==> config.mk <==
export PLATFORM = sky130hd
export DESIGN_NAME = shifter_operand_with_carry
export DESIGN_NICKNAME = d
export VERILOG_FILES = /design/src/rtl/core/sop_pkg.sv /design/src/rtl/core/sop_decode.sv /design/src/rtl/core/sop_rot_coarse.sv /design/src/rtl/core/sop_rot_fine.sv /design/src/rtl/core/shifter_operand_with_carry.sv
export SDC_FILE = /design/constraint.sdc
export NUM_CORES = 1
export LEC_CHECK = 0
export ABC_CLOCK_PERIOD_IN_PS = 4900
export BUFFER_PORTS_ARGS = -buffer_cell sky130_fd_sc_hd__buf_2
export CAP_MARGIN = 20
export CORE_UTILIZATION = 35
export CTS_CLUSTER_SIZE = 24
export DETAILED_ROUTE_END_ITERATION = 7
export SETUP_SLACK_MARGIN = 0.2
export SYNTH_ARGS = -nofsm -noshare
export SYNTH_HDL_FRONTEND = slang
export SYNTH_SLANG_ARGS = --single-unit
==> constraint.sdc <==
create_clock -name clock -period 4.9 [get_ports clock]
set_input_delay 0.735 -clock clock [delete_from_list [all_inputs] [get_ports clock]]
set_output_delay 0.735 -clock clock [all_outputs]
set_load 0.03 [all_outputs]
==> src/rtl/core/sop_pkg.sv <==
// Shared types and constants of the second-operand shifter pipeline.
`default_nettype none

package sop_pkg;

   localparam int unsigned WordWidth = 32;
   localparam int unsigned RotWidth = 5;

   localparam logic [1:0] KIND_LSL = 2'd0;
   localparam logic [1:0] KIND_LSR = 2'd1;
   localparam logic [1:0] KIND_ASR = 2'd2;
   localparam logic [1:0] KIND_ROR = 2'd3;

   localparam logic [3:0] OPC_LOGIC_LOW = 4'd0;
   localparam logic [3:0] OPC_LOGIC_HIGH_FIRST = 4'd8;

   localparam logic [WordWidth-1:0] WORD_ONES = '1;
   localparam logic [WordWidth-1:0] WORD_TOP_BIT = {1'b1, {(WordWidth-1){1'b0}}};

   typedef struct packed {
      logic [31:0] value;
      logic [7:0]  amount;
      logic [1:0]  shift_kind;
      logic        amount_is_immediate;
      logic [3:0]  alu_opcode;
      logic        set_flags;
      logic        carry_in;
   } req_type;

   typedef struct packed {
      logic [31:0] shifted;
      logic        carry_out;
      logic        carry_write;
   } rsp_type;

   typedef struct packed {
      logic [WordWidth-1:0] data;
      logic [RotWidth-1:0]  rot;
      logic [WordWidth-1:0] mask;
      logic                 fill;
      logic                 carry_out;
      logic                 carry_write;
   } stage_type;

endpackage

`default_nettype wire

==> src/rtl/core/sop_decode.sv <==
// First stage: decodes the shift into a rotate amount, a fill mask and the final carry.
`default_nettype none

module sop_decode (
   input  wire logic              clock,
   input  wire logic              reset,
   input  wire logic              in_valid,
   input  wire sop_pkg::req_type  in_data,
   output logic                   in_ready,
   output logic                   out_valid,
   output sop_pkg::stage_type     out_data,
   input  wire logic              out_ready
);

   logic               valid_ff, valid_in;
   sop_pkg::stage_type data_ff, data_in;
   logic               advance;

   always_comb begin
      logic [4:0]  amt_low;
      logic [4:0]  amt_dec;
      logic        amt_zero;
      logic        amt_big;
      logic        amt_is_32;
      logic        sign;
      logic        c;
      logic        write;

      amt_low   = in_data.amount[4:0];
      amt_dec   = amt_low - 5'd1;
      amt_zero  = (in_data.amount == 8'd0);
      amt_big   = (in_data.amount[7:5] != 3'd0);
      amt_is_32 = (in_data.amount == 8'd32);
      sign      = in_data.value[31];
      c         = in_data.carry_in;
      write     = in_data.set_flags &&
                  ((in_data.alu_opcode == sop_pkg::OPC_LOGIC_LOW) ||
                   (in_data.alu_opcode >= sop_pkg::OPC_LOGIC_HIGH_FIRST));

      data_in.data = in_data.value;
      data_in.rot  = '0;
      data_in.mask = '0;
      data_in.fill = 1'b0;

      unique case (in_data.shift_kind)
         sop_pkg::KIND_LSL: begin
            if (amt_zero) begin
               c = in_data.carry_in;
            end else if (amt_big) begin
               data_in.mask = sop_pkg::WORD_ONES;
               c = 1'b0;
            end else begin
               data_in.rot  = 5'd0 - amt_low;
               data_in.mask = ~(sop_pkg::WORD_ONES << amt_low);
               c = in_data.value[5'd0 - amt_low];
            end
         end
         sop_pkg::KIND_LSR: begin
            if (amt_zero) begin
               c = in_data.carry_in;
            end else if (!amt_big) begin
               data_in.rot  = amt_low;
               data_in.mask = ~(sop_pkg::WORD_ONES >> amt_low);
               c = in_data.value[amt_dec];
            end else begin
               data_in.mask = sop_pkg::WORD_ONES;
               c = amt_is_32 ? sign : 1'b0;
            end
         end
         sop_pkg::KIND_ASR: begin
            data_in.fill = sign;
            if (amt_zero || amt_big) begin
               data_in.mask = sop_pkg::WORD_ONES;
               c = sign;
            end else begin
               data_in.rot  = amt_low;
               data_in.mask = ~(sop_pkg::WORD_ONES >> amt_low);
               c = in_data.value[amt_dec];
            end
         end
         sop_pkg::KIND_ROR: begin
            if (amt_zero) begin
               if (in_data.amount_is_immediate) begin
                  data_in.rot  = 5'd1;
                  data_in.mask = sop_pkg::WORD_TOP_BIT;
                  data_in.fill = in_data.carry_in;
                  c = in_data.value[0];
                  write = 1'b1;
               end else begin
                  c = in_data.carry_in;
               end
            end else if (amt_low == 5'd0) begin
               c = sign;
            end else begin
               data_in.rot = amt_low;
               c = in_data.value[amt_dec];
            end
         end
         default: begin
            c = in_data.carry_in;
         end
      endcase

      data_in.carry_write = write;
      data_in.carry_out   = write ? c : in_data.carry_in;
   end

   assign advance  = !valid_ff || out_ready;
   assign in_ready = advance;
   assign valid_in = advance ? in_valid : valid_ff;

   always_ff @(posedge clock) begin
      if (reset) begin
         valid_ff <= 1'b0;
      end else begin
         valid_ff <= valid_in;
      end
   end

   always_ff @(posedge clock) begin
      if (advance && in_valid) begin
         data_ff <= data_in;
      end
   end

   assign out_valid = valid_ff;
   assign out_data  = data_ff;

endmodule

`default_nettype wire

==> src/rtl/core/sop_rot_coarse.sv <==
// Second stage: rotates the operand right by the whole-byte part of the rotate amount.
`default_nettype none

module sop_rot_coarse (
   input  wire logic               clock,
   input  wire logic               reset,
   input  wire logic               in_valid,
   input  wire sop_pkg::stage_type in_data,
   output logic                    in_ready,
   output logic                    out_valid,
   output sop_pkg::stage_type      out_data,
   input  wire logic               out_ready
);

   logic               valid_ff, valid_in;
   sop_pkg::stage_type data_ff, data_in;
   logic               advance;
   logic [63:0]        doubled;
   logic [63:0]        rotated;

   always_comb begin
      doubled = {in_data.data, in_data.data};
      rotated = doubled >> {in_data.rot[4:3], 3'b000};
      data_in = in_data;
      data_in.data = rotated[31:0];
      data_in.rot  = {2'b00, in_data.rot[2:0]};
   end

   assign advance  = !valid_ff || out_ready;
   assign in_ready = advance;
   assign valid_in = advance ? in_valid : valid_ff;

   always_ff @(posedge clock) begin
      if (reset) begin
         valid_ff <= 1'b0;
      end else begin
         valid_ff <= valid_in;
      end
   end

   always_ff @(posedge clock) begin
      if (advance && in_valid) begin
         data_ff <= data_in;
      end
   end

   assign out_valid = valid_ff;
   assign out_data  = data_ff;

endmodule

`default_nettype wire

==> src/rtl/core/sop_rot_fine.sv <==
// Third stage: finishes the rotation by up to seven bits and applies the fill mask.
`default_nettype none

module sop_rot_fine (
   input  wire logic               clock,
   input  wire logic               reset,
   input  wire logic               in_valid,
   input  wire sop_pkg::stage_type in_data,
   output logic                    in_ready,
   output logic                    out_valid,
   output sop_pkg::rsp_type        out_data,
   input  wire logic               out_ready
);

   logic             valid_ff, valid_in;
   sop_pkg::rsp_type data_ff, data_in;
   logic             advance;
   logic [63:0]      doubled;
   logic [63:0]      rotated;

   always_comb begin
      doubled = {in_data.data, in_data.data};
      rotated = doubled >> in_data.rot[2:0];
      data_in.shifted     = (rotated[31:0] & ~in_data.mask) |
                            (in_data.mask & {32{in_data.fill}});
      data_in.carry_out   = in_data.carry_out;
      data_in.carry_write = in_data.carry_write;
   end

   assign advance  = !valid_ff || out_ready;
   assign in_ready = advance;
   assign valid_in = advance ? in_valid : valid_ff;

   always_ff @(posedge clock) begin
      if (reset) begin
         valid_ff <= 1'b0;
      end else begin
         valid_ff <= valid_in;
      end
   end

   always_ff @(posedge clock) begin
      if (advance && in_valid) begin
         data_ff <= data_in;
      end
   end

   assign out_valid = valid_ff;
   assign out_data  = data_ff;

endmodule

`default_nettype wire

==> src/rtl/core/shifter_operand_with_carry.sv <==
// Top level of the second-operand barrel shifter with carry-out.
//
//   Channel  Direction  Handshake              Payload
//   req      in         req_valid, req_stall   sop_pkg::req_type
//   rsp      out        rsp_valid, rsp_stall   sop_pkg::rsp_type
//
// Each item passes three register stages: decode, byte rotate, bit rotate and mask.
// An item may enter in every cycle in which req_stall is low; its result passes the decode,
// byte-rotate and bit-rotate registers in turn and then shows on rsp_valid.
// Reset is synchronous and clears only the stage valid bits.
// A stall holds the output register; bubbles still close up, so req_stall rises only
// when every stage holds an item and the output is stalled.
`default_nettype none

module shifter_operand_with_carry (
   input  wire logic             clock,
   input  wire logic             reset,
   input  wire logic             req_valid,
   output logic                  req_stall,
   input  wire sop_pkg::req_type req_data,
   output logic                  rsp_valid,
   input  wire logic             rsp_stall,
   output sop_pkg::rsp_type      rsp_data
);

   logic               s1_ready, s2_ready, s3_ready;
   logic               s1_valid, s2_valid;
   sop_pkg::stage_type s1_data, s2_data;

   sop_decode u_decode (
      .clock     (clock),
      .reset     (reset),
      .in_valid  (req_valid),
      .in_data   (req_data),
      .in_ready  (s1_ready),
      .out_valid (s1_valid),
      .out_data  (s1_data),
      .out_ready (s2_ready)
   );

   sop_rot_coarse u_rot_coarse (
      .clock     (clock),
      .reset     (reset),
      .in_valid  (s1_valid),
      .in_data   (s1_data),
      .in_ready  (s2_ready),
      .out_valid (s2_valid),
      .out_data  (s2_data),
      .out_ready (s3_ready)
   );

   sop_rot_fine u_rot_fine (
      .clock     (clock),
      .reset     (reset),
      .in_valid  (s2_valid),
      .in_data   (s2_data),
      .in_ready  (s3_ready),
      .out_valid (rsp_valid),
      .out_data  (rsp_data),
      .out_ready (!rsp_stall)
   );

   assign req_stall = !s1_ready;

   a_free_output_frees_input : assert property (
      @(posedge clock) disable iff (reset) !rsp_stall |-> !req_stall
   ) else $error("input stalled although the output is free");

   a_full_pipe_stalls_input : assert property (
      @(posedge clock) disable iff (reset)
      (rsp_valid && rsp_stall && s2_valid && s1_valid) |-> req_stall
   ) else $error("input accepted into a full stalled pipeline");

   a_latency_three : assert property (
      @(posedge clock) disable iff (reset)
      (req_valid && !req_stall) ##1 !rsp_stall ##1 !rsp_stall |=> rsp_valid
   ) else $error("item did not reach the output after three cycles");

   a_stage_order : assert property (
      @(posedge clock) disable iff (reset)
      (s2_valid && !s3_ready) |=> s2_valid
   ) else $error("held item lost from the middle stage");

endmodule

`default_nettype wire
Word level (Yosys, flattened, before mapping)

Cells that the tools add are included.

Register bits: 179
Output and inout port bits: 36
Logic and storage cells: 88

Add/sub/neg operators: 2
Order comparisons: 3
Equal/unequal tests: 4
Shift-type cells: 4
Muxes and demuxes: 32
Bitwise gates (word level): 6
Reduce and logical (&&, ||, !) cells: 19

Operators with widths:

| cell                  | number |
|---|---|
| $pmux 37 s4           | 1 |
| $mux 32               | 3 |
| $not 32->32           | 3 |
| $mux 37               | 2 |
| $and 32x32->32        | 2 |
| $shr 64x3->32         | 1 |
| $shr 64x5->32         | 1 |
| $mux 34               | 1 |
| $mux 33               | 1 |
| $or 32x32->32         | 1 |
| $shl 32x5->32 const A | 1 |
| $shr 32x5->32 const A | 1 |
| $mux 5                | 5 |
| $mux 1                | 15 |
| $lt 5x6->1 const B    | 2 |
| $bmux 1 s5            | 2 |
| $eq 8x6->1 const B    | 1 |
| $logic_not 8->1       | 1 |
| $logic_not 1->1       | 5 |
| $logic_not 5->1       | 1 |
| $logic_or 1x1->1      | 5 |
| $sub 1x5->5 const A   | 1 |
| $sub 5x1->5 const B   | 1 |
| $eq 2x2->1 const B    | 2 |
| other kinds (8)       | 11 |

Longest topological paths before layout

Depth in word-level cells: 7
Mapped depth: 12

By module

Synthesis repeated with hierarchy kept, for this count alone.

Cells, all modules: 679
Area total of the unflattened synthesis: 9650.5 um^2

By module, submodules not included:

| module                     | instances | cells each | area each (um^2) |
|---|---|---|---|
| sop_decode                 | 1         | 336        | 4033.9 |
| sop_rot_coarse             | 1         | 118        | 2986.6 |
| sop_rot_fine               | 1         | 223        | 2622.5 |
| shifter_operand_with_carry | 1         | 2          | 7.5 |

Least setup slack after synthesis

OpenSTA, ideal clock, no wires.

Path type: input port to flip-flop
Start: input rsp_stall
End: register u_decode.data_ff, in the netlist u_decode.out_data[0] (enable)
Setup time: 0.510 ns
Arrival time: 4.418 ns
Required time: 4.390 ns
Setup slack: -0.028 ns
Stages: 3
Buffers on the path: 0
Cells stage by stage: and3_1 and2_1 nor2b_1

Longest elaborated chain between the ends: 5

Ends and longest elaborated chain:

| item                 | line                             | source |
|---|---|---|
| start, declared      | shifter_operand_with_carry.sv:22 | `input wire logic rsp_stall,` |
| $logic_not 1->1      | shifter_operand_with_carry.sv:60 | `.out_ready (!rsp_stall)` |
| $logic_or 1x1->1     | sop_rot_fine.sv:30               | `assign advance = !valid_ff \|\| out_ready;` |
| $logic_or 1x1->1     | sop_rot_coarse.sv:29             | `assign advance = !valid_ff \|\| out_ready;` |
| $logic_or 1x1->1     | sop_decode.sv:108                | `assign advance = !valid_ff \|\| out_ready;` |
| $logic_and 1x1->1    | sop_decode.sv:121                | `if (advance && in_valid) begin` |
| end signal, assigned | sop_decode.sv:122                | `data_ff <= data_in;` |
| end, declared        | sop_decode.sv:16                 | `sop_pkg::stage_type data_ff, data_in;` |

Every way passes these cells.
A chain may end at the register's enable or synchronous reset.

==> impl_metrics.env <==
export IMPL_outcome="finished with violations"
export IMPL_failed_checks="DRC"
export IMPL_worst_slew_pin_slew_ns=1.026
export IMPL_routedWlPerCell_um=20.70
export IMPL_area_growth_pct=15.05
export IMPL_timing_hold_violations_final=0
export IMPL_min_delay_path_depth=0
export IMPL_critical_path_slowest_cell="sky130_fd_sc_hd__ha_1"
export IMPL_clk_pin_slew_ns=0.07
export IMPL_hold_buffers=0
export IMPL_tritoncts_num_sinks=179
export IMPL_vias_in_the_first_global_route=5551
export IMPL_first_pass_grt_wire_length_um=33730
export IMPL_synth_cell_type_count=56
export IMPL_cts_root_buf="sky130_fd_sc_hd__clkbuf_16"
export IMPL_clock_insertion_delay_worst_skew_ns=0.44
export IMPL_synth_cells=649
export IMPL_max_vdd_ir_drop_uv=241.4
export IMPL_pre_cts_slack_ns=0.7188
export IMPL_gr_usage_total_pct=16.33
export IMPL_iteration_0_drc_count_of_the_detailed_router=582
export IMPL_worst_r2r_setup_slack_ns=2.36
export IMPL_total_power_mw=3.748
export IMPL_mostFrequentLayoutCells="176 x sky130_fd_sc_hd__edfxtp_1, 88 x sky130_fd_sc_hd__buf_2, 80 x sky130_fd_sc_hd__mux4_2, 51 x sky130_fd_sc_hd__nand2_1"
export IMPL_synthXorXnorAreaFrac_pct=0.2651
export IMPL_timing_critical_path_fanout_max=16
export IMPL_cts_tree="done"
export IMPL_design_final_nets=775
export IMPL_crit_path_frequent_cell="sky130_fd_sc_hd__ha_1"
export IMPL_dominantRegCellSynth="sky130_fd_sc_hd__edfxtp_1"
export IMPL_cp_required_ns=5.09
export IMPL_ios=89
export IMPL_period_minus_slack_ns=3.705
export IMPL_synth_fp_nets=707
export IMPL_synth_edf_count=176
export IMPL_r2r_start="u_rot_coarse.out_data[35]"
export IMPL_syn_avg_cell_area_um2=14.54
export IMPL_dpl_cell_count=1031
export IMPL_fill_cells=2424
export IMPL_dieHeight_um=166.2
export IMPL_setup_total_negative_slack_ns=0
export IMPL_post_synth_fa_ha_maj_area_fraction_pct=0.6629
export IMPL_register_area_um2=5345
export IMPL_diodes=0
export IMPL_drcViolationCount=5
export IMPL_drv_cap=0
export IMPL_p_per_area_nw_per_um2=345.1
export IMPL_postCtsSetupBuffers=0
export IMPL_post_route_period_util_pct=75.61
export IMPL_fin_cells=1065
export IMPL_largest_family_of_logic_cells_by_synthesized_area="multiplexers"
export IMPL_postLayoutSetupSlackWorst_ns=1.195
export IMPL_layout_cells_most_common="sky130_fd_sc_hd__edfxtp_1"
export IMPL_count_of_state_elements_after_synthesis=179
export IMPL_placementRows=59
export IMPL_finalWeightedCongestion=0.8972
export IMPL_synthArstFlopShare_pct=0
export IMPL_total_congestion_overflow_after_global_routing=0
export IMPL_hold_path_startpoint="u_decode.out_data[18]"
export IMPL_crit_path_start_kind="input port"
export IMPL_synth_area_um2=9438
export IMPL_area_occupied_by_multi_input_gates_um2=3872
export IMPL_holdCritPathClass="flop to flop"
export IMPL_route_final_wire_length_um=22050
export IMPL_warning_count_from_the_yosys_run=0
export IMPL_die_area_um2=27630
export IMPL_pin_count_of_the_biggest_net_entering_global_routing=73
export IMPL_yosys_mux_area_fraction_pct=23.81
export IMPL_num_vias=6011
export IMPL_final_layout_size_suffix_gt1_share_pct=30.55
export IMPL_synth_yosys_seq_area_share_pct=56.64
export IMPL_critical_path_max_stage_delay_ns=0.72
export IMPL_r2r_worst_path_cells=4
export IMPL_hold_end="u_rot_coarse.out_data[18]"
export IMPL_cp_num_buf_inv=2
export IMPL_finalHoldWorstSlack_ns=0.4143
export IMPL_floorplan_initialDensity_pct=35.91
export IMPL_power_leakage_nw=3.791
export IMPL_synth_compound_area_share_pct=9.943
export IMPL_place_port_buffers=88
export IMPL_antenna_violations_before_repair=0
export IMPL_timing_final_setup_violations=0
export IMPL_drv_slew=0
export IMPL_place_detailed_hpwl_um=16580
export IMPL_worstPathCellList="buf_2 > inv_1 > ha_1 > ha_1 > mux4_2 > mux4_1 > mux2i_1 > nand2_1 > a22o_1"
export IMPL_setup_worst_path_class="input port to flop"
export IMPL_drt_pass1_iter_count=7
export IMPL_cts_buffers=17
export IMPL_cell_type_group_with_the_largest_total_delay_on_the_critical_path="multiplexers"
export IMPL_cts_max_level=4
export IMPL_antenna_left=0
export IMPL_critPathArrivalTime_ns=3.90
export IMPL_horizontal_die_dimension_um=166.2
export IMPL_core_area_um2=26280
export IMPL_slew_headroom_pct=31.57
export IMPL_post_cts_resized_instances=0
export IMPL_synth_simple_area_share_pct=6.072
export IMPL_clk_skew_ns=0.01076
export IMPL_rsz0062_at_grt="false"
export IMPL_crit_reg2reg_capture="u_rot_fine.out_data[11]"
export IMPL_clock_path_buffers=2
export IMPL_critPathCaptureType="flop"
export IMPL_detail_route_vias_per_cell=5.644
export IMPL_max_clock_freq_ghz=0.2699
-- per-layer routing --
layer / vias to the layer above / part of all wire, % / GRT usage, %
li1: 2774 / - / -
met1: 2943 / 46 / 23.52
met2: 274 / 46 / 24.89
met3: 20 / 7.1 / 3.217
met4: 0 / 1.4 / 5.113
met5: - / 0 / 0
-- worst max-delay path by stage --
stage | start | endpoint | slack, ns | depth (start not counted)
after CTS | req_data[9] | u_decode.out_data[1] | 1.19 | 9
after detailed placement | req_data[9] | u_decode.out_data[1] | 0.72 | 9
final | req_data[9] | u_decode.out_data[1] | 1.19 | 9
after global routing | req_data[9] | u_decode.out_data[1] | 0.97 | 9
after global placement | req_data[9] | u_decode.out_data[1] | 0.82 | 9
after floorplan | rsp_stall | u_rot_coarse.out_data[0] | 0.34 | 2
-- stage by stage --
step / cell area, um2 / utilization (%)
after detailed placement: 10200 / 38.81
after global routing: 10860 / 41.32
after CTS: 10810 / 41.14
after floorplan: 9440 / -
after global placement: 10200 / 38.81
final: 10860 / 41.32
-- registers in the layout, indices dropped and copies added, names as in the netlist --
signal / flops
u_rot_fine.out_data: 34
u_decode.out_data: 72
u_rot_coarse.out_data: 70
u_decode.out_valid: 1
u_rot_fine.out_valid: 1
u_rot_coarse.out_valid: 1
-- area by class of cell --
class                      instances  area share [%]
clock buffer                      17           3.918
multi-input combinational        409           35.66
timing repair buffer             101           5.255
inverter                           9          0.3572
clock inverter                    15           1.717
sequential                       179           49.23
tap                              335           3.860
-- synth_stat cells (all sizes together), types with 4 or more instances --
| master | count | area (um2) |
|---|---|---|
| a31oi | 12 | 75.07 |
| o2bb2ai | 5 | 43.79 |
| mux2i | 37 | 370.4 |
| ha | 5 | 62.56 |
| mux4 | 82 | 1854 |
| nand2b | 4 | 25.02 |
| nor2 | 38 | 142.6 |
| nor3 | 8 | 40.04 |
| a221oi | 15 | 131.4 |
| nand3 | 8 | 40.04 |
| o21ai | 46 | 230.2 |
| a21oi | 46 | 230.2 |
| clkbuf | 35 | 131.4 |
| buf | 17 | 76.32 |
| inv | 7 | 26.28 |
| edfxtp | 176 | 5285 |
| nand2 | 51 | 191.4 |
| o22ai | 6 | 37.54 |
-- cell families (layout without fill, tap and decap cells) --
family | Yosys count | in the layout
AO/OA/AOI/OAI | 153 | 153
buffers and inverters | 61 | 142
XOR/XNOR | 2 | 2
multiplexers | 121 | 121
flip-flops | 179 | 179
adder cells (fa/ha/maj) | 5 | 5
AND/OR/NAND/NOR | 128 | 128
-- power by group --
group | switching [mW] | internal [mW]
Combinational | 0.279 | 0.240
Sequential | 0.0688 | 1.82
Clock | 0.649 | 0.694
Total | 0.997 | 2.75
No activity file was read; power rests on OpenSTA's default activity.
